--- src/rtl/core/rmq_pkg.sv ---
// Shared constants, width helpers and sideband types of the matrix-to-quaternion core.
`timescale 1ns / 1ps

package rmq_pkg;

  // Default fraction width of all fixed-point values.
  localparam int FRAC_BITS_DEF = 14;

  // Widths of one matrix entry and of the result fields.
  localparam int M_W  = 16;
  localparam int Q_W  = 16;
  localparam int QW_W = 15;

  // Largest value a 16-bit signed result can carry.
  localparam int FIELD_MAX = 32767;

  // Root bits resolved in each square-root pipeline stage.
  localparam int STEP_BITS = 2;

  // Four trace combinations are rooted side by side.
  localparam int LANES  = 4;
  localparam int LANE_X = 0;
  localparam int LANE_Y = 1;
  localparam int LANE_Z = 2;
  localparam int LANE_W = 3;

  localparam int IN_W  = 9 * M_W;
  localparam int OUT_W = 64;

  // Unsigned width of a positive trace combination: 2^f plus three entries.
  function automatic int trace_w(input int f);
    trace_w = ((f > 17) ? f : 17) + 1;
  endfunction

  // Root width, padded up to a whole number of pipeline stages.
  function automatic int root_w(input int f);
    int rw;
    int rb;
    int ns;
    rw = trace_w(f) + f;
    rb = (rw + 1) / 2;
    ns = (rb + STEP_BITS - 1) / STEP_BITS;
    root_w = ns * STEP_BITS;
  endfunction

  function automatic int num_stages(input int f);
    num_stages = root_w(f) / STEP_BITS;
  endfunction

  // Saturation limit of a magnitude: 1.0 or the largest 16-bit value.
  function automatic int q_limit(input int f);
    q_limit = (f < 15) ? (1 << f) : FIELD_MAX;
  endfunction

  // Sign flags of the vector part, taken from the off-diagonal differences.
  typedef struct packed {
    logic neg_x;
    logic neg_y;
    logic neg_z;
  } sign_t;

endpackage

--- src/rtl/core/rmq_front.sv ---
// Input stage: forms the four clamped trace combinations and the sign flags.
`timescale 1ns / 1ps

module rmq_front #(
  parameter int FRAC_BITS = rmq_pkg::FRAC_BITS_DEF
) (
  input  logic                                                    clk,
  input  logic                                                    rst,
  input  logic                                                    in_valid,
  output logic                                                    in_ready,
  input  logic [rmq_pkg::IN_W-1:0]                                in_data,
  output logic                                                    out_valid,
  input  logic                                                    out_ready,
  output logic [rmq_pkg::LANES-1:0][2*rmq_pkg::root_w(FRAC_BITS)-1:0] out_rad,
  output rmq_pkg::sign_t                                          out_sign
);

  localparam int TW  = rmq_pkg::trace_w(FRAC_BITS);
  localparam int TSW = TW + 1;
  localparam int RWP = 2 * rmq_pkg::root_w(FRAC_BITS);
  localparam int MW  = rmq_pkg::M_W;

  logic signed [TSW-1:0] one_s;
  logic signed [TSW-1:0] e11, e22, e33;
  logic signed [TSW-1:0] t_w, t_x, t_y, t_z;
  logic [rmq_pkg::LANES-1:0][RWP-1:0] rad_next;
  logic [MW:0] dx, dy, dz;
  rmq_pkg::sign_t sign_next;

  logic [MW-1:0] m11, m12, m13, m21, m22, m23, m31, m32, m33;

  assign m11 = in_data[0*MW +: MW];
  assign m12 = in_data[1*MW +: MW];
  assign m13 = in_data[2*MW +: MW];
  assign m21 = in_data[3*MW +: MW];
  assign m22 = in_data[4*MW +: MW];
  assign m23 = in_data[5*MW +: MW];
  assign m31 = in_data[6*MW +: MW];
  assign m32 = in_data[7*MW +: MW];
  assign m33 = in_data[8*MW +: MW];

  assign one_s = TSW'(1) << FRAC_BITS;
  assign e11 = {{(TSW-MW){m11[MW-1]}}, m11};
  assign e22 = {{(TSW-MW){m22[MW-1]}}, m22};
  assign e33 = {{(TSW-MW){m33[MW-1]}}, m33};

  assign t_w = one_s + e11 + e22 + e33;
  assign t_x = one_s + e11 - e22 - e33;
  assign t_y = one_s - e11 + e22 - e33;
  assign t_z = one_s - e11 - e22 + e33;

  // A non-positive combination roots to zero.
  function automatic logic [RWP-1:0] to_rad(input logic signed [TSW-1:0] t);
    logic [RWP-1:0] r;
    if (t[TSW-1] || (t == '0)) begin
      r = '0;
    end else begin
      r = {{(RWP-TW){1'b0}}, t[TW-1:0]} << FRAC_BITS;
    end
    return r;
  endfunction

  assign rad_next[rmq_pkg::LANE_X] = to_rad(t_x);
  assign rad_next[rmq_pkg::LANE_Y] = to_rad(t_y);
  assign rad_next[rmq_pkg::LANE_Z] = to_rad(t_z);
  assign rad_next[rmq_pkg::LANE_W] = to_rad(t_w);

  assign dx = {m32[MW-1], m32} - {m23[MW-1], m23};
  assign dy = {m13[MW-1], m13} - {m31[MW-1], m31};
  assign dz = {m21[MW-1], m21} - {m12[MW-1], m12};

  assign sign_next.neg_x = dx[MW];
  assign sign_next.neg_y = dy[MW];
  assign sign_next.neg_z = dz[MW];

  assign in_ready = !out_valid || out_ready;

  always_ff @(posedge clk) begin
    if (rst) begin
      out_valid <= 1'b0;
    end else if (in_ready) begin
      out_valid <= in_valid;
    end
  end

  always_ff @(posedge clk) begin
    if (in_ready && in_valid) begin
      out_rad  <= rad_next;
      out_sign <= sign_next;
    end
  end

endmodule

--- src/rtl/core/rmq_root_stage.sv ---
// One square-root pipeline stage: resolves a few root bits in all four lanes.
`timescale 1ns / 1ps

module rmq_root_stage #(
  parameter int FRAC_BITS = rmq_pkg::FRAC_BITS_DEF
) (
  input  logic                                                      clk,
  input  logic                                                      rst,
  input  logic                                                      in_valid,
  output logic                                                      in_ready,
  input  logic [rmq_pkg::LANES-1:0][2*rmq_pkg::root_w(FRAC_BITS)-1:0] in_rad,
  input  logic [rmq_pkg::LANES-1:0][rmq_pkg::root_w(FRAC_BITS)+1:0]   in_rem,
  input  logic [rmq_pkg::LANES-1:0][rmq_pkg::root_w(FRAC_BITS)-1:0]   in_root,
  input  rmq_pkg::sign_t                                            in_sign,
  output logic                                                      out_valid,
  input  logic                                                      out_ready,
  output logic [rmq_pkg::LANES-1:0][2*rmq_pkg::root_w(FRAC_BITS)-1:0] out_rad,
  output logic [rmq_pkg::LANES-1:0][rmq_pkg::root_w(FRAC_BITS)+1:0]   out_rem,
  output logic [rmq_pkg::LANES-1:0][rmq_pkg::root_w(FRAC_BITS)-1:0]   out_root,
  output rmq_pkg::sign_t                                            out_sign
);

  localparam int RBP = rmq_pkg::root_w(FRAC_BITS);
  localparam int RWP = 2 * RBP;

  logic [rmq_pkg::LANES-1:0][RWP-1:0] rad_next;
  logic [rmq_pkg::LANES-1:0][RBP+1:0] rem_next;
  logic [rmq_pkg::LANES-1:0][RBP-1:0] root_next;

  // Restoring digit recurrence: bring down two radicand bits, try 4*root+1.
  always_comb begin
    logic [RWP-1:0] rad;
    logic [RBP+1:0] rem;
    logic [RBP-1:0] root;
    logic [RBP+3:0] cand;
    logic [RBP+3:0] trial;
    logic [RBP+3:0] diff;
    for (int l = 0; l < rmq_pkg::LANES; l++) begin
      rad  = in_rad[l];
      rem  = in_rem[l];
      root = in_root[l];
      for (int k = 0; k < rmq_pkg::STEP_BITS; k++) begin
        cand  = {rem, rad[RWP-1 -: 2]};
        trial = {2'b00, root, 2'b01};
        diff  = cand - trial;
        if (cand >= trial) begin
          rem  = diff[RBP+1:0];
          root = {root[RBP-2:0], 1'b1};
        end else begin
          rem  = cand[RBP+1:0];
          root = {root[RBP-2:0], 1'b0};
        end
        rad = rad << 2;
      end
      rad_next[l]  = rad;
      rem_next[l]  = rem;
      root_next[l] = root;
    end
  end

  assign in_ready = !out_valid || out_ready;

  always_ff @(posedge clk) begin
    if (rst) begin
      out_valid <= 1'b0;
    end else if (in_ready) begin
      out_valid <= in_valid;
    end
  end

  always_ff @(posedge clk) begin
    if (in_ready && in_valid) begin
      out_rad  <= rad_next;
      out_rem  <= rem_next;
      out_root <= root_next;
      out_sign <= in_sign;
    end
  end

endmodule

--- src/rtl/core/rmq_out.sv ---
// Output stage: halves and saturates each root, applies signs, holds the result beat.
`timescale 1ns / 1ps

module rmq_out #(
  parameter int FRAC_BITS = rmq_pkg::FRAC_BITS_DEF
) (
  input  logic                                                    clk,
  input  logic                                                    rst,
  input  logic                                                    in_valid,
  output logic                                                    in_ready,
  input  logic [rmq_pkg::LANES-1:0][rmq_pkg::root_w(FRAC_BITS)-1:0] in_root,
  input  rmq_pkg::sign_t                                          in_sign,
  output logic                                                    out_valid,
  input  logic                                                    out_ready,
  output logic [rmq_pkg::OUT_W-1:0]                               out_data
);

  localparam int RBP = rmq_pkg::root_w(FRAC_BITS);
  localparam int CW  = RBP + 16;
  localparam int QW  = rmq_pkg::Q_W;
  localparam logic [QW-1:0] LIM = QW'(rmq_pkg::q_limit(FRAC_BITS));

  logic [rmq_pkg::LANES-1:0][QW-1:0] mag;
  logic [QW-1:0] qx, qy, qz;
  logic [rmq_pkg::OUT_W-1:0] data_next;

  always_comb begin
    logic [CW-1:0] magx;
    for (int l = 0; l < rmq_pkg::LANES; l++) begin
      magx = {17'd0, in_root[l][RBP-1:1]};
      mag[l] = (magx > {{(CW-QW){1'b0}}, LIM}) ? LIM : magx[QW-1:0];
    end
  end

  assign qx = in_sign.neg_x ? (~mag[rmq_pkg::LANE_X] + QW'(1)) : mag[rmq_pkg::LANE_X];
  assign qy = in_sign.neg_y ? (~mag[rmq_pkg::LANE_Y] + QW'(1)) : mag[rmq_pkg::LANE_Y];
  assign qz = in_sign.neg_z ? (~mag[rmq_pkg::LANE_Z] + QW'(1)) : mag[rmq_pkg::LANE_Z];

  assign data_next = {1'b0, mag[rmq_pkg::LANE_W][rmq_pkg::QW_W-1:0], qz, qy, qx};

  assign in_ready = !out_valid || out_ready;

  always_ff @(posedge clk) begin
    if (rst) begin
      out_valid <= 1'b0;
    end else if (in_ready) begin
      out_valid <= in_valid;
    end
  end

  always_ff @(posedge clk) begin
    if (in_ready && in_valid) begin
      out_data <= data_next;
    end
  end

endmodule

--- src/rtl/core/rotation_matrix_to_quaternion_core.sv ---
// Top level of the rotation-matrix-to-quaternion core.
// Throughput: one beat per clock unless m_tready stalls; depth from root stages, 2 bits each.
// Reset: rst is synchronous and active high; it empties every pipeline stage.
// There is no configuration and no state beyond the beats in flight.
`timescale 1ns / 1ps

module rotation_matrix_to_quaternion_core #(
  parameter int FRAC_BITS = rmq_pkg::FRAC_BITS_DEF
) (
  input  logic                       clk,
  input  logic                       rst,
  // Input matrix beat.
  input  logic                       s_tvalid,
  output logic                       s_tready,
  // s_tdata, low bit up: m11, m12, m13, m21, m22, m23, m31, m32, m33 (16 bits each).
  input  logic [rmq_pkg::IN_W-1:0]   s_tdata,
  // Result quaternion beat.
  output logic                       m_tvalid,
  input  logic                       m_tready,
  // m_tdata, low bit up: qx (16), qy (16), qz (16), qw (15), one zero pad bit.
  output logic [rmq_pkg::OUT_W-1:0]  m_tdata
);

  // The pipeline is a front stage (trace sums, clamp, sign flags), a chain of
  // square-root stages that each resolve two root bits in all four lanes, and an
  // output stage that halves, saturates and signs the roots. Every stage has its
  // own valid bit and is ready when empty or when its successor moves, so bubbles
  // are squeezed out and a stall at the output backs up without losing a beat.

  localparam int RBP = rmq_pkg::root_w(FRAC_BITS);
  localparam int RWP = 2 * RBP;
  localparam int NS  = rmq_pkg::num_stages(FRAC_BITS);
  localparam int LN  = rmq_pkg::LANES;
  localparam int QW  = rmq_pkg::Q_W;
  localparam logic signed [QW:0] LIM_S = (QW+1)'(rmq_pkg::q_limit(FRAC_BITS));

  logic                        vld  [NS+1];
  logic                        rdy  [NS+1];
  logic [LN-1:0][RWP-1:0]      rad  [NS+1];
  logic [LN-1:0][RBP+1:0]      rem  [NS+1];
  logic [LN-1:0][RBP-1:0]      root [NS+1];
  rmq_pkg::sign_t              sgn  [NS+1];

  rmq_front #(.FRAC_BITS(FRAC_BITS)) u_front (
    .clk       (clk),
    .rst       (rst),
    .in_valid  (s_tvalid),
    .in_ready  (s_tready),
    .in_data   (s_tdata),
    .out_valid (vld[0]),
    .out_ready (rdy[0]),
    .out_rad   (rad[0]),
    .out_sign  (sgn[0])
  );

  // The recurrence starts from a zero remainder and a zero root.
  assign rem[0]  = '0;
  assign root[0] = '0;

  for (genvar i = 0; i < NS; i++) begin : g_root
    rmq_root_stage #(.FRAC_BITS(FRAC_BITS)) u_stage (
      .clk       (clk),
      .rst       (rst),
      .in_valid  (vld[i]),
      .in_ready  (rdy[i]),
      .in_rad    (rad[i]),
      .in_rem    (rem[i]),
      .in_root   (root[i]),
      .in_sign   (sgn[i]),
      .out_valid (vld[i+1]),
      .out_ready (rdy[i+1]),
      .out_rad   (rad[i+1]),
      .out_rem   (rem[i+1]),
      .out_root  (root[i+1]),
      .out_sign  (sgn[i+1])
    );
  end

  // The remainder and leftover radicand of the last stage are no longer needed.
  rmq_out #(.FRAC_BITS(FRAC_BITS)) u_out (
    .clk       (clk),
    .rst       (rst),
    .in_valid  (vld[NS]),
    .in_ready  (rdy[NS]),
    .in_root   (root[NS]),
    .in_sign   (sgn[NS]),
    .out_valid (m_tvalid),
    .out_ready (m_tready),
    .out_data  (m_tdata)
  );

  // Back-pressure only ever starts at a held result beat.
  a_stall_source: assert property (@(posedge clk) disable iff (rst)
    !s_tready |-> (m_tvalid && !m_tready))
    else $error("input stalled without a held result beat");

  // The scalar part never exceeds the saturation limit.
  a_qw_range: assert property (@(posedge clk) disable iff (rst)
    m_tvalid |-> ({2'b00, m_tdata[62:48]} <= LIM_S))
    else $error("qw above saturation limit");

  // The x vector component stays within plus or minus the limit.
  a_qx_range: assert property (@(posedge clk) disable iff (rst)
    m_tvalid |-> (($signed({m_tdata[15], m_tdata[15:0]}) <= LIM_S) &&
                  ($signed({m_tdata[15], m_tdata[15:0]}) >= -LIM_S)))
    else $error("qx outside saturation range");

  // The pad bit of the result beat is always zero.
  a_pad_zero: assert property (@(posedge clk) disable iff (rst)
    m_tvalid |-> (m_tdata[63] == 1'b0))
    else $error("result pad bit set");

endmodule

--- config.mk ---
export PLATFORM = sky130hd
export DESIGN_NAME = rotation_matrix_to_quaternion_core
export DESIGN_NICKNAME = d
export VERILOG_FILES = /design/src/rtl/core/rmq_pkg.sv /design/src/rtl/core/rmq_front.sv /design/src/rtl/core/rmq_root_stage.sv /design/src/rtl/core/rmq_out.sv /design/src/rtl/core/rotation_matrix_to_quaternion_core.sv
export SDC_FILE = /design/constraint.sdc
export NUM_CORES = 2
export LEC_CHECK = 0
export ABC_AREA = 0
export BUFFER_PORTS_ARGS = -buffer_cell sky130_fd_sc_hd__buf_2
export CORE_MARGIN = 1.5
export CORE_UTILIZATION = 65
export DETAILED_ROUTE_END_ITERATION = 12
export PLACE_DENSITY = 0.8
export SLEW_MARGIN = 10
export SYNTH_ARGS = -nofsm -noshare
export SYNTH_HDL_FRONTEND = slang
export SYNTH_HIERARCHICAL = 1
export SYNTH_SLANG_ARGS = --single-unit
--- constraint.sdc ---
create_clock -name clk -period 18.7 [get_ports clk]
set_clock_uncertainty 0.2 [all_clocks]
set_input_delay 3.74 -clock clk [delete_from_list [all_inputs] [get_ports clk]]
set_output_delay 3.74 -clock clk [all_outputs]
set_load 0.01 [all_outputs]
== Word-level counts from Yosys, hierarchy flattened ==
Index checks and enable logic that the tools add are counted.

* Flip-flop bits (word level): 1468
* Latch bits: 0
* RAM bits: 0
* ROM bits: 0
* Input bits: 148
* Output and inout port bits: 66
* Logic and storage cells: 450
* Memories kept: 0

* $add $sub $neg: 76
* Multiply operators: 0
* Div/mod/pow operators: 0
* Order comparisons: 68
* Equality and inequality tests: 0
* Shift-type cells: 0
* Multiplexer cells: 130
* Bitwise logic cells: 3
* Reduce and logical (&&, ||, !) cells: 38

{| class="wikitable"
|+ Operator list
! kind !! count
|-
| 2-to-1 mux 18 bit || 60
|-
| >= comparator 20 x 10 -> 1 bit || 4
|-
| >= comparator 20 x 11 -> 1 bit || 4
|-
| >= comparator 20 x 12 -> 1 bit || 4
|-
| >= comparator 20 x 13 -> 1 bit || 4
|-
| >= comparator 20 x 14 -> 1 bit || 4
|-
| >= comparator 20 x 15 -> 1 bit || 4
|-
| >= comparator 20 x 16 -> 1 bit || 4
|-
| >= comparator 20 x 17 -> 1 bit || 4
|-
| >= comparator 20 x 3 -> 1 bit || 4
|-
| >= comparator 20 x 4 -> 1 bit || 4
|-
| >= comparator 20 x 5 -> 1 bit || 4
|-
| >= comparator 20 x 6 -> 1 bit || 4
|-
| >= comparator 20 x 7 -> 1 bit || 4
|-
| >= comparator 20 x 8 -> 1 bit || 4
|-
| >= comparator 20 x 9 -> 1 bit || 4
|-
| zero test 19 bit || 4
|-
| subtractor 18 x 10 -> 18 bit || 4
|-
| subtractor 18 x 11 -> 18 bit || 4
|-
| subtractor 18 x 12 -> 18 bit || 4
|-
| subtractor 18 x 13 -> 18 bit || 4
|-
| subtractor 18 x 14 -> 18 bit || 4
|-
| subtractor 18 x 15 -> 18 bit || 4
|-
| subtractor 18 x 16 -> 18 bit || 4
|-
| other kinds (26) || 163
|}

== Logic depth before layout (Yosys ltp) ==
* Depth after elaboration: 12
* Depth in mapped cells: 26
* Gate-level depth less buffers: 21

== Modules after synthesis ==
Netlist, hierarchy kept.

{| class="wikitable"
|+ By module, submodules not included
! module !! times used !! cells an instance !! area each (µm²) !! seq. area each (µm²)
|-
| rmq_root_stage (g_root[0].u_stage ...) || 7 || 1560 || 16648.5 || 7557.2
|-
| rmq_root_stage (g_root[2].u_stage) || 1 || 1591 || 16639.7 || 7557.2
|-
| rmq_front || 1 || 1026 || 9527.9 || 2272.2
|-
| rmq_out || 1 || 318 || 3520.9 || 1911.8
|-
| rotation_matrix_to_quaternion_core || 1 || 1 || 3.8 || 0.0
|}

== Worst setup path before layout ==
No wires, ideal clock.

* Path type: input-to-reg
* Start: input port m_tready
* End: register g_root[0].u_stage/out_rad[100] (netlist bit) (enable)
* Setup time: 0.643 ns
* Data arrival time: 10.513 ns
* Required time: 17.857 ns
* Slack: 7.344 ns
* Stages: 10
* Buffers on the path: 0
* Cell sequence: nand2b_1 nand2b_1 nand2b_1 nand2b_1 nand2b_1 nand2b_1 nand2b_1 nand2b_1 nand2b_1 and2_1

{| class="wikitable"
|+ RTL lines
! element !! line !! RTL
|-
| start, declared || rotation_matrix_to_quaternion_core.sv:19 || <nowiki>input logic m_tready,</nowiki>
|-
| end signal, assigned || rmq_root_stage.sv:73 || <nowiki>out_rad <= rad_next;</nowiki>
|-
| end, declared || rmq_root_stage.sv:17 || <nowiki>output logic [rmq_pkg::LANES-1:0][2*rmq_pkg::root_w(FRAC_BITS)-1:0] out_rad,</nowiki>
|}

==> results.tsv <==
stage	metric	value	unit
power_and_ir_drop	power.net_switching	4330	uW
die	ios	214	
cts	clk_path_buf_depth	3	
timing	worst_hold_margin	0.196	ns
routing	wirelength_met1	123000	um
cts	tritoncts	yes	
final_layout	multi_input_comb_area	69100	um2
power_and_ir_drop	switch_share	34.4	%
routing	detail_route.wl_per_cell	18.5	um
worst_hold_path	worstHoldStart	g_root[2].u_stage/out_rad[16]	
job	maxCapViolCount	0	
global_routing	groute.usage.overall	28.9	%
cts	cts.sinks	1576	
routing	route.top_layer_used	met5	
routing	postRouteWirelength	281000	um
setup_path	critical_path_fanouts_max	3	
setup_path	cp_cell_sequence	buf_2, nand2b_1, nand2b_1, nand2b_1, nand2b_1, nand2b_1, nand2b_1, nand2b_1, nand2b_1, nand2b_1, nand2b_1, buf_2	
setup_path	critPathCaptureType	output pin	
timing	fmaxAchievable	0.103	GHz
power_and_ir_drop	powerDensity	96.7	nW/um2
cts	postCtsHoldBufs	0	
final_layout	ff_latch_area	47200	um2
die	die_height	434	um
worst_hold_path	timing.hold.worst.class	reg -> reg	
power_and_ir_drop	power_frac_seq	35.1	%
power_and_ir_drop	maximum_resistive_drop_on_vdd	0.0951	mV
setup_path	worst_path_most_repeated_cell	nand2b_1	
logic_synthesis	postSynthCellCount	12100	
setup_path	critPathTopFamily	simple AND/OR/NAND/NOR gates	
setup_path	critical_path_required	14.76	ns
power_and_ir_drop	total_leakage_power	0.0542	uW
routing	drt_via_density	6.09	
power_and_ir_drop	p_clk_share	25.6	%
setup_path	buffering_stage_count_on_the_worst_path_with_inverters_included	2	
final_layout	drive_gt1_share	9.21	%
cts	h_tree_level_count	4	
global_routing	largest_net_degree_at_the_start_of_global_routing	86	
routing	vias	92600	
status	outcome	complete, no violations	
logic_synthesis	synthesis.area	121000	um2
timing	unrepaired_setup_endpoints_after_global_routing	no	
cts	tritoncts.num_buffers	165	
cts	cts_root_buffer	clkbuf_16	
setup_path	setup.worst_path.class	in -> out	
timing	post-route-min-period	9.75	ns
setup_path	arrival	5.81	ns
power_and_ir_drop	power.internal	8270	uW
timing	timing.final.setup_violations	0	
routing	drt_first_iter_violations	6706	
final_layout	layout.nets	14000	
setup_path	setup_crit_start	m_tready	
routing	routed-wl-met2	134000	um
place	portBuffers	212	
timing	relSlewSlack	12.5	%
logic_synthesis	syn_area_per_cell	9.96	um2
die	core	185000	um2
global_routing	antenna_violations_before_repair	19	
setup_path	timing.critical_path.slowest_stage_cell	nand2b_1	
logic_synthesis	yosysWarningCount	6	
die	fp-row-count	158	
timing	final_critical_path_setup_slack	8.95	ns
setup_path	worst_path_largest_cell_delay	0.20	ns
timing	setup_total_negative_slack	0	ns
timing	report.final.slew_viol_count	0	
setup_path	critPathLaunchType	input pin	
timing	hold_viol	0	
cts	cts_repair_resize_count	0	
routing	antenna_left	0	
global_routing	overflow	0	
power_and_ir_drop	comb_power_share	39.3	%
die	die_x	434	um
routing	drt-pass1-iter-count	8	
global_routing	first_global_vias	88500	
die	initial_utilization	65.3	%
routing	wl_met3	14500	um
setup_path	regToRegStartpoint	g_root[2].u_stage/out_root[59]	
final_layout	area_delta_synth_final	7.95	%
cts	post-cts-setup-buffers	0	
place	place_worst_setup_slack	9.02	ns
timing	slew_at_the_pin_with_the_worst_max_slew_slack	1.31	ns
place	globalplace.congestion	0.973	
cts	cts.clk_slew.worst_paths	0.06	ns
global_routing	grt_first_pass_wirelength	447000	um
final_layout	fillers	13800	
routing	drc	0	
die	area_of_the_die	188000	um2
timing	finalCritPeriodShare	52.1	%
cts	clk-insertion-delay-late	0.84	ns
place	dp_hpwl	221000	um
path summary, 6_finish.rpt:
kind | slack [ns] | to | depth (start not counted)
worst max-delay path | 8.95 | s_tready | 12
worst min register to register | 0.20 | g_root[3].u_stage/out_rad[20] | 0
worst max register to register | 12.13 | g_root[3].u_stage/out_rem[67] | 18
worst min-delay path | 0.20 | g_root[3].u_stage/out_rad[20] | 0
placed cells by master, fill, tap and decap left out, types with 167 or more instances in the layout:
master     count
clkbuf_16    167
nand2_1      886
edfxtp_1    1566
ha_1        1206
nor3_1       206
a21oi_1     1035
o21ai_0      655
mux2_2       270
nand3_1      207
a21o_1       358
xnor2_1      572
inv_1       1087
conb_1       311
and3_1       175
nor2_1       715
xor2_1       339
buf_2        212
through the flow:
stage | utilization [%] | cell area (um2) | std cells | total power (uW)
2_1_floorplan | - | 122000 | 12400 | 8340
3_3_place_gp | 67.6 | 125000 | 14900 | 9190
3_5_place_dp | 67.6 | 125000 | 14900 | 9330
4_1_cts | 70.4 | 130000 | 15200 | 12600
5_1_grt | 70.5 | 130000 | 15200 | 13300
6_report | 70.5 | 130000 | 15200 | 12600
per-layer routing:
metal | up-vias | track usage, %
met3 | 598 | 3.29
met1 | 43800 | 37.9
li1 | 45300 | -
met4 | 18 | 10.3
met5 | - | 0
met2 | 2874 | 49.6
power by group through the flow:
stage          Combinational [uW]  Clock (uW)  Sequential, uW
2_1_floorplan                3900           0            4440
3_3_place_gp                 4700           0            4490
4_1_cts                      4870        3290            4430
3_5_place_dp                 4830           0            4500
6_report                     4950        3220            4430
5_1_grt                      5450        3420            4440
cell type report:
cell class | count | share of cell area, %
clock inverter | 107 | 0.801
timing repair buffer | 269 | 1.15
tap | 2480 | 2.38
multi-input combinational | 9467 | 53.0
sequential | 1576 | 36.2
inverter | 1105 | 3.18
clock buffer | 197 | 3.29
antenna | 6 | 0.0115
sequential cells by signal, summed over array words and instances (netlist names), 3 cells and up:
| name | flops |
|---|---|
| g_root.u_stage/out_sign | 24 |
| g_root.u_stage/out_root | 508 |
| u_front/out_rad | 72 |
| u_front/out_sign | 3 |
| g_root.u_stage/out_rad | 392 |
| g_root.u_stage/out_rem | 504 |
| u_out/out_data | 63 |
| g_root.u_stage/out_valid | 8 |
Power figures use the tool's default switching activity.
